$ cat src/hw/rtl/dde_pkg.sv
// Shared types, constants and helper functions for the directional delta block encoder.
package dde_pkg;

    localparam int PIXEL_W = 8;
    localparam int SIZE_W = 7;
    localparam int SUM_W = 20;
    localparam int DELTA_W = 8;
    localparam int DEFAULT_MAX_SIDE = 64;

    localparam logic FUNC_LOAD = 1'b0;
    localparam logic FUNC_DRAIN = 1'b1;

    localparam logic [PIXEL_W-1:0] PRED_NONE = 8'd128;
    localparam logic signed [DELTA_W:0] DELTA_MAX = 9'sd127;
    localparam logic signed [DELTA_W:0] DELTA_MIN = -9'sd127;

    typedef enum logic [1:0] {
        MODE_LEFT = 2'd0,
        MODE_UP   = 2'd1,
        MODE_DIAG = 2'd2
    } mode_t;

    typedef struct packed {
        logic              func;
        logic [PIXEL_W-1:0] pixel;
        logic [SIZE_W-1:0]  block_rows;
        logic [SIZE_W-1:0]  block_cols;
    } in_item_t;

    typedef struct packed {
        mode_t                     mode;
        logic signed [DELTA_W-1:0] delta;
        logic                      last_delta;
    } out_item_t;

    typedef struct packed {
        logic accept;
        logic exec;
        logic out_load;
    } dde_cmd_t;

    typedef struct packed {
        logic produce;
    } dde_status_t;

    function automatic logic [PIXEL_W-1:0] abs_diff(input logic [PIXEL_W-1:0] a,
                                                    input logic [PIXEL_W-1:0] b);
        return (a > b) ? (a - b) : (b - a);
    endfunction

    function automatic logic [SUM_W-1:0] sat_add(input logic [SUM_W-1:0] s,
                                                 input logic [PIXEL_W-1:0] d);
        logic [SUM_W:0] t;
        t = {1'b0, s} + {{(SUM_W + 1 - PIXEL_W){1'b0}}, d};
        return t[SUM_W] ? {SUM_W{1'b1}} : t[SUM_W-1:0];
    endfunction

    function automatic mode_t choose_mode(input logic [SUM_W-1:0] h,
                                          input logic [SUM_W-1:0] v,
                                          input logic [SUM_W-1:0] d);
        if (h < v) begin
            return (h < d) ? MODE_LEFT : MODE_DIAG;
        end
        return (v < d) ? MODE_UP : MODE_DIAG;
    endfunction

endpackage

$ cat src/hw/rtl/dde_controller.sv
// Sequencing state machine: accepts one transfer, reads the store, then executes.
module dde_controller (
    input  logic                 aclk,
    input  logic                 aresetn,
    input  logic                 s_valid,
    output logic                 s_ready,
    input  logic                 m_ready,
    output logic                 m_valid,
    input  dde_pkg::dde_status_t status,
    output dde_pkg::dde_cmd_t    cmd
);
    import dde_pkg::*;

    typedef enum logic [2:0] {
        ST_IDLE = 3'b001,
        ST_READ = 3'b010,
        ST_EXEC = 3'b100
    } state_t;

    state_t state_reg, state_next;
    logic   m_valid_reg, m_valid_next;
    logic   out_free;

    assign out_free = !m_valid_reg || m_ready;

    always_comb begin
        state_next   = state_reg;
        cmd          = '0;
        s_ready      = 1'b0;
        unique case (state_reg)
            ST_IDLE: begin
                s_ready = 1'b1;
                if (s_valid) begin
                    cmd.accept = 1'b1;
                    state_next = ST_READ;
                end
            end
            ST_READ: begin
                state_next = ST_EXEC;
            end
            ST_EXEC: begin
                if (!status.produce) begin
                    cmd.exec   = 1'b1;
                    state_next = ST_IDLE;
                end else if (out_free) begin
                    cmd.exec     = 1'b1;
                    cmd.out_load = 1'b1;
                    state_next   = ST_IDLE;
                end
            end
            default: begin
                state_next = ST_IDLE;
            end
        endcase
    end

    always_comb begin
        if (cmd.out_load) begin
            m_valid_next = 1'b1;
        end else if (m_ready) begin
            m_valid_next = 1'b0;
        end else begin
            m_valid_next = m_valid_reg;
        end
    end

    always_ff @(posedge aclk) begin
        if (!aresetn) begin
            state_reg   <= ST_IDLE;
            m_valid_reg <= 1'b0;
        end else begin
            state_reg   <= state_next;
            m_valid_reg <= m_valid_next;
        end
    end

    assign m_valid = m_valid_reg;

endmodule

$ cat config.mk
export PLATFORM = sky130hd
export DESIGN_NAME = dde_controller
export DESIGN_NICKNAME = d
export VERILOG_FILES = /design/src/hw/rtl/dde_pkg.sv /design/src/hw/rtl/dde_controller.sv
export SDC_FILE = /design/constraint.sdc
export NUM_CORES = 1
export LEC_CHECK = 0
export BUFFER_PORTS_ARGS = -buffer_cell sky130_fd_sc_hd__buf_4
export CAP_MARGIN = 20
export CORE_AREA = 4 4 41 43
export DETAILED_ROUTE_END_ITERATION = 8
export DIE_AREA = 0 0 45 47
export GPL_ROUTABILITY_DRIVEN = 0
export HOLD_SLACK_MARGIN = 0.08
export REMOVE_ABC_BUFFERS = 1
export SLEW_MARGIN = 20
export SYNTH_ARGS = -nofsm -noshare
export SYNTH_HDL_FRONTEND = slang
export SYNTH_SLANG_ARGS = --single-unit
$ cat constraint.sdc
create_clock -name aclk -period 2.9 [get_ports aclk]
set_input_delay 0.29 -clock aclk [delete_from_list [all_inputs] [get_ports aclk]]
set_output_delay 0.29 -clock aclk [all_outputs]
set_load 0.02 [all_outputs]
==> qor.yml, run 1 <==
hold_start: "aresetn"
wl_per_cell_um: 8.44
crit_path_start_kind: "register"
cts_setup_buffers: 0
synth_compound_area_share_pct: 9.52
grt_pass1_vias: 187
power_density_nw_per_um2: 478
pin_count: 10
path_cells: "or3b_1 -> nor2_1 -> buf_4"
yosys-top-cells-count: "4 x dfxtp_1, 4 x nor2b_1"
arrival_ps: 1220
synth_xor_area_share_pct: 0
wirelength_um: 405
clkTransAtPathRegs_ps: 40
antenna_found_initial: 0
die_area_um2: 2120
drtPass1Iterations: 3
tightestPinTransition_ps: 212
post-place-ws_ps: 1630
hold_viol_final: 0
grtUsageTotal_pct: 5.22
synth_top_area_share_pct: 38.1
cts_hold_buf: 0
power_leakage_nw: 0.143
vdd_ir_drop_max_uv: 145
grt_max_degree: 6
fin_crit_sh_pct: 52.0
rows: 13
via_per_inst: 3.73
fin_nets: 40
synth_cell_types: 16
ctsResizeCount: 0
setup_slack_ps: 1390
rsz0062_at_grt: "no"
root_buffer: "clkbuf_4"
cts_made_buffers: 3
crit_fanout: 4
drtIter0Drc: 5
synth_fa_ha_area_share_pct: 0
fp.dieW_um: 45
io_buffers: 9
setup_violations: 0
synth_seq_area_share_pct: 38.1
overflow: 0
start_util_pct: 16.2
cpPeakStageDelay_ps: 380
ys_top_cells_by_area: "dfxtp_1 38%, nor2b_1 12%, nor3b_2 6.0%"
clockBufferDepth: 2
fin_util_pct: 23.9
hp-class: "input pin to register"
worstSetupPathType: "register to output port"
syn_area_um2: 210
cts_tree: "yes"
avgSynthCellArea_um2: 9.55
synth_mux_area_share_pct: 0
drive_gt1_share_pct: 42.4
netlist_instances: 22
largest_reg_flops: 3
ant_nets: 0
synthFlopType: "dfxtp_1"
slowest_stage: "or3b_1"
antennaDiodeCount: 0
dpl_cell_area_um2: 289
relSlewSlack_pct: 85.8
cts_max_level: 1
post-route-min-period_ps: 1510
vias: 179
cts.sinks: 4
area_growth_pct: 48.2
grt_pass1_wl_um: 717
synth-async-reset-ratio_pct: 0
synth_top_family_by_area: "simple AND/OR/NAND/NOR gates"
status: "completed"
yosysTopAreaCell: "dfxtp_1"
required_ps: 2610
cap_viol_max_count: 0
crit_path_end_kind: "output port"
synth-edff-count: 0
post-dp-hpwl_um: 339
cp-startpoint: "state_reg[2]"
core_um2: 1300
yosysWarnings: 0
ys_seq_elements: 4
synthSimpleGateAreaFrac_pct: 48.8
stdcell_area_um2: 312
clock_latency_ps: 230
max_freq_mhz: 663
slew_viol_final: 0
rr_startpoint: "state_reg[2]"
fillers: 163
holdWs_ps: 264
drc: 0
setup_tns_ps: 0
die-height_um: 47
fin_skew_ps: 0.365
## final timing paths
kind / endpoint / slack, ps / cells past startpoint
max: cmd[1] / 1390 / 3
min: state_reg[0] / 260 / 2
max reg2reg: state_reg[0] / 1830 / 3
min reg2reg: state_reg[2] / 480 / 1
## cell usage in the layout, fill, tap and decap left out
cell and instances:
nor2_1 1, nand3b_1 1, and3_1 1, or3b_1 1, a21boi_1 1, nor3b_1 1
nor3b_2 1, and2b_1 1, clkbuf_4 3, and3b_1 1, dfxtp_1 4, buf_4 9
nand2b_1 1, a21oi_1 1, o31ai_1 1, nor2b_1 4, and2_4 1
## report_power, final
part           internal, mW  switching (mW)
combinational        0.0131         0.00951
sequential           0.0576         0.00207
clock                0.0462          0.0207
total                 0.117          0.0322
## layout make-up
cell class,count,area [µm²],share of cell area (%)
Tap cell,15,18.8,6.02
Clock buffer,3,22.5,7.23
Sequential cell,4,80.1,25.7
Multi-Input combinational cell,17,123,39.4
Timing Repair Buffer,9,67.6,21.7
## cell families after synthesis
family	count (synthesis)
buf+inv	1
flops	4
compound gates	3
simple gates	14
## layer usage
| layer | share of wire [%] | global-route usage, % | wire (µm) |
|---|---|---|---|
| met1 | 48 | 5.48 | 194 |
| met2 | 38 | 6.21 | 152 |
| met3 | 14 | 3.07 | 58 |
| met4 | 0 | 7.02 | 0 |
| met5 | 0 | 0 | 0 |
## stage by stage
step,power (mW),cells
floorplan,0.0726,21
global placement,0.0833,45
detailed placement,0.0833,45
CTS,0.154,48
global route,0.161,48
finish,0.149,48
## worst max-delay path, delay by kind of cell, from the launching register on
kind	cells	cell delay [ps]
and+or+nand+nor	2	490
DFF	1	360
buffers and inverters	1	140
Power figures use the tool's default switching activity.
==> inputs of run 2 (changes only) <==
==> constraint.sdc (replaced) <==
create_clock -name aclk -period 1.2 [get_ports aclk]
set_input_delay 0.12 -clock aclk [delete_from_list [all_inputs] [get_ports aclk]]
set_output_delay 0.12 -clock aclk [all_outputs]
set_load 0.02 [all_outputs]
==> run 2 against run 1 <==
Net effect:
- the run now ends with negative setup slack left
- cell count unchanged
- register-to-register slack worse by 1700 ps
- count of clock-buffer cells in the layout did not move
- clock skew about the same
- non-clock buffer count is the same
- combinational power is 150% higher
==> qor.yml, run 2 (synthesis results as in run 1) <==
status: "finished with violations"
violations: "negative setup slack"
drtIter0Drc: 1
crit_fanout: 5
critical_path_buf_inv_count: 1
drtPass1Iterations: 2
setup_violations: 3
fillers: 150
path_cells: "or3b_4 -> nor2_4 -> buf_6"
post-route-min-period_ps: 1310
die-height_um: 47
final_common_cell: "buf_4"
pin_count: 10
largest_reg_flops: 3
gr-max-usage-layer: "met4"
fin_crit_sh_pct: 109
fin_skew_ps: 0.682
core_um2: 1300
via_per_inst: 3.90
design_power_total_mw: 0.363
crit_family: "simple AND/OR/NAND/NOR gates"
power_density_nw_per_um2: 1100
die_area_um2: 2120
power_leakage_nw: 0.146
relSlewSlack_pct: 85.1
overflow: 0
clockBufferDepth: 2
ant_nets: 0
cts_setup_buffers: 0
cts_tree: "yes"
cts_max_level: 1
rows: 13
antenna_found_initial: 0
final_cell_mix: "8 x buf_4, 3 x nor2b_1, 3 x clkbuf_4, 3 x dfxtp_2"
vias: 187
dpl_cell_area_um2: 289
antennaDiodeCount: 0
cap_viol_max_count: 0
met3_usage_pct: 4.21
cpPeakStageDelay_ps: 410
grtUsageMet1_pct: 5.91
grt_pass1_wl_um: 724
cts.sinks: 4
grt_max_degree: 6
stdcell_area_um2: 332
crit_path_start_kind: "register"
rsz0062_at_grt: "yes"
crit_path_end_kind: "output port"
grtUsageTotal_pct: 5.69
clock_latency_ps: 230
drive_gt1_share_pct: 60.6
setup_slack_ps: -113
root_buffer: "clkbuf_4"
max_freq_mhz: 761
area_growth_pct: 57.7
fin_nets: 40
slowest_stage: "or3b_4"
start_util_pct: 16.2
tightestPinTransition_ps: 223
wl_per_cell_um: 8.88
fin_util_pct: 25.5
use_met2_pct: 5.65
required_ps: 1080
grt_pass1_vias: 186
hp-class: "input pin to register"
fp.dieW_um: 45
slew_viol_final: 0
cts_made_buffers: 3
io_buffers: 9
arrival_ps: 1190
cts_hold_buf: 0
clkTransAtPathRegs_ps: 40
wirelength_um: 426
post-dp-hpwl_um: 366
drc: 0
vdd_ir_drop_max_uv: 331
hold_viol_final: 0
worstSetupPathType: "register to output port"
## run 2: worst register-to-register path, cell delays in order (launching register included)
cell and delay (ps):
dfxtp_2 320, or3b_4 410, nor2b_1 150, o31ai_1 70
## run 2: report_power, final
| part | internal, mW | switching [mW] |
|---|---|---|
| combinational | 0.0321 | 0.0235 |
| sequential | 0.140 | 0.00560 |
| clock | 0.112 | 0.0501 |
## run 2: path summary, 6_finish.rpt
check	depth (start not counted)	slack, ps	startpoint	to
setup / recovery	3	-110	state_reg[0]	cmd[1]
hold / removal	2	80	aresetn	state_reg[0]
setup reg to reg	3	120	state_reg[0]	state_reg[0]
hold reg to reg	1	440	state_reg[0]	state_reg[2]
## run 2: repair_timing
item / CTS / global route
endpoints found under the hold margin: 0 / 0
resized for setup: 2 / 6
pin swaps: 2 / 2
endpoints found under the setup margin: 3 / 4
## run 2: layout make-up
cell class              instances  area (µm²)  area share (%)
multi-input cells              17         135            40.8
flip-flops and latches          4        83.8            25.3
repair buffers                  9        71.3            21.5
clock buffers                   3        22.5            6.79
well taps                      15        18.8            5.66
## run 2: metrics by stage
| step | setup slack (ps) | setup TNS (ps) | hold slack [ps] | cells |
|---|---|---|---|---|
| floorplan | 26.3 | 0 | 191 | 21 |
| global placement | 120 | 0 | 331 | 45 |
| detailed placement | 87.5 | 0 | 329 | 45 |
| CTS | -135 | -314 | 83.0 | 48 |
| global route | -171 | -443 | 96.6 | 48 |
| finish | -113 | -192 | 83.2 | 48 |
## run 2: metal layers
metal	wire (µm)	share of wire, %	vias up
met1	186	44	81
met2	187	44	8
met5	0	0	-
li1	-	-	98
met4	0	0	0
met3	52	12	0
==> inputs of run 3 (changes only) <==
--- a/config.mk
+++ b/config.mk
@@ -13,6 +13,7 @@
 export GPL_ROUTABILITY_DRIVEN = 0
 export HOLD_SLACK_MARGIN = 0.08
 export REMOVE_ABC_BUFFERS = 1
+export SKIP_CTS_REPAIR_TIMING = 1
 export SLEW_MARGIN = 20
 export SYNTH_ARGS = -nofsm -noshare
 export SYNTH_HDL_FRONTEND = slang
==> run 3 against run 2 <==
Net effect:
- the flow still finishes with violations (negative setup slack)
- core utilization up 0.38 points
- combinational power about the same
- cell count is the same
- critical path type unchanged
- critical endpoint unchanged
==> qor.yml, run 3 (synthesis results as in run 1) <==
min_path_cells: 2
wl_per_cell_um: 9.00
fin_skew_ps: 0.682
drc: 0
wirelength_um: 432
crit_path_end_kind: "output port"
post-route-min-period_ps: 1310
grt_pass1_wl_um: 717
clockBufferDepth: 2
die-height_um: 47
reg2reg_depth: 3
clkTransAtPathRegs_ps: 40
clock_latency_ps: 230
drive_gt1_share_pct: 60.6
via_per_inst: 3.92
power_density_nw_per_um2: 1080
post-place-ws_ps: 87.5
cap_viol_max_count: 0
max_freq_mhz: 765
worstSetupPathType: "register to output port"
slew_viol_final: 0
drtIter0Drc: 1
hp-class: "input pin to register"
cts.sinks: 4
rows: 13
grt_pass1_vias: 188
cts_max_level: 1
power_leakage_nw: 0.148
vias: 188
relSlewSlack_pct: 85.1
design_power_total_mw: 0.364
fin_util_pct: 25.9
pin_count: 10
start_util_pct: 16.2
crit_fanout: 4
root_buffer: "clkbuf_4"
crit_path_start_kind: "register"
largest_reg_flops: 3
setup_slack_ps: -107
grt_max_degree: 6
area_growth_pct: 60.1
fp.dieW_um: 45
cts_made_buffers: 3
post-dp-hpwl_um: 366
violations: "negative setup slack"
final_common_cell: "buf_4"
required_ps: 1080
die_area_um2: 2120
tightestPinTransition_ps: 223
overflow: 0
fin_nets: 40
antenna_found_initial: 0
antennaDiodeCount: 0
io_buffers: 9
fin_crit_sh_pct: 109
cts_tree: "yes"
setup_violations: 3
stdcell_area_um2: 337
arrival_ps: 1190
final_cell_mix: "8 x buf_4, 3 x nor2b_1, 3 x clkbuf_4, 3 x dfxtp_2"
dpl_cell_area_um2: 289
ant_nets: 0
grtUsageTotal_pct: 5.69
rsz0062_at_grt: "yes"
drtPass1Iterations: 2
vdd_ir_drop_max_uv: 344
hold_viol_final: 0
status: "finished with violations"
core_um2: 1300
setup_tns_ps: -177
-- run 3: cell type report --
cell class | instances | area (µm²)
Tap cell | 15 | 18.8
Clock buffer | 3 | 22.5
Sequential cell | 4 | 83.8
Timing Repair Buffer | 9 | 71.3
Multi-Input combinational cell | 17 | 140
Fill cell | 150 | 965
-- run 3: critical path, cell delays in order, from the launching register on --
cell and delay, ps:
dfxtp_2 340, or3b_4 420, nor2_4 90, buf_6 120
-- run 3: per-stage QoR --
step | hold WS (ps) | std cells
final | 83.2 | 48
after global routing | 96.6 | 48
after CTS | 83.0 | 48
after detailed placement | 329 | 45
after global placement | 331 | 45
after floorplan | 191 | 21
-- run 3: worst paths after layout --
path	slack, ps	startpoint	to
worst max-delay path	-110	state_reg[1]	cmd[1]
worst min-delay path	80	aresetn	state_reg[0]
worst max register to register	110	state_reg[1]	state_reg[0]
worst min register to register	440	state_reg[0]	state_reg[2]
-- run 3: report_power, final --
part / switching [mW] / internal [mW] / total [mW]
clock network: 0.0501 / 0.112 / 0.162
logic: 0.0236 / 0.0324 / 0.0559
registers: 0.00642 / 0.140 / 0.147
-- run 3: metal layers --
layer | share of wire (%) | vias to the layer above | global-route usage (%)
met5 | 0 | - | 0
met4 | 0 | 0 | 8.77
met3 | 12 | 0 | 4.21
met2 | 44 | 8 | 5.93
met1 | 44 | 82 | 5.68
li1 | - | 98 | -
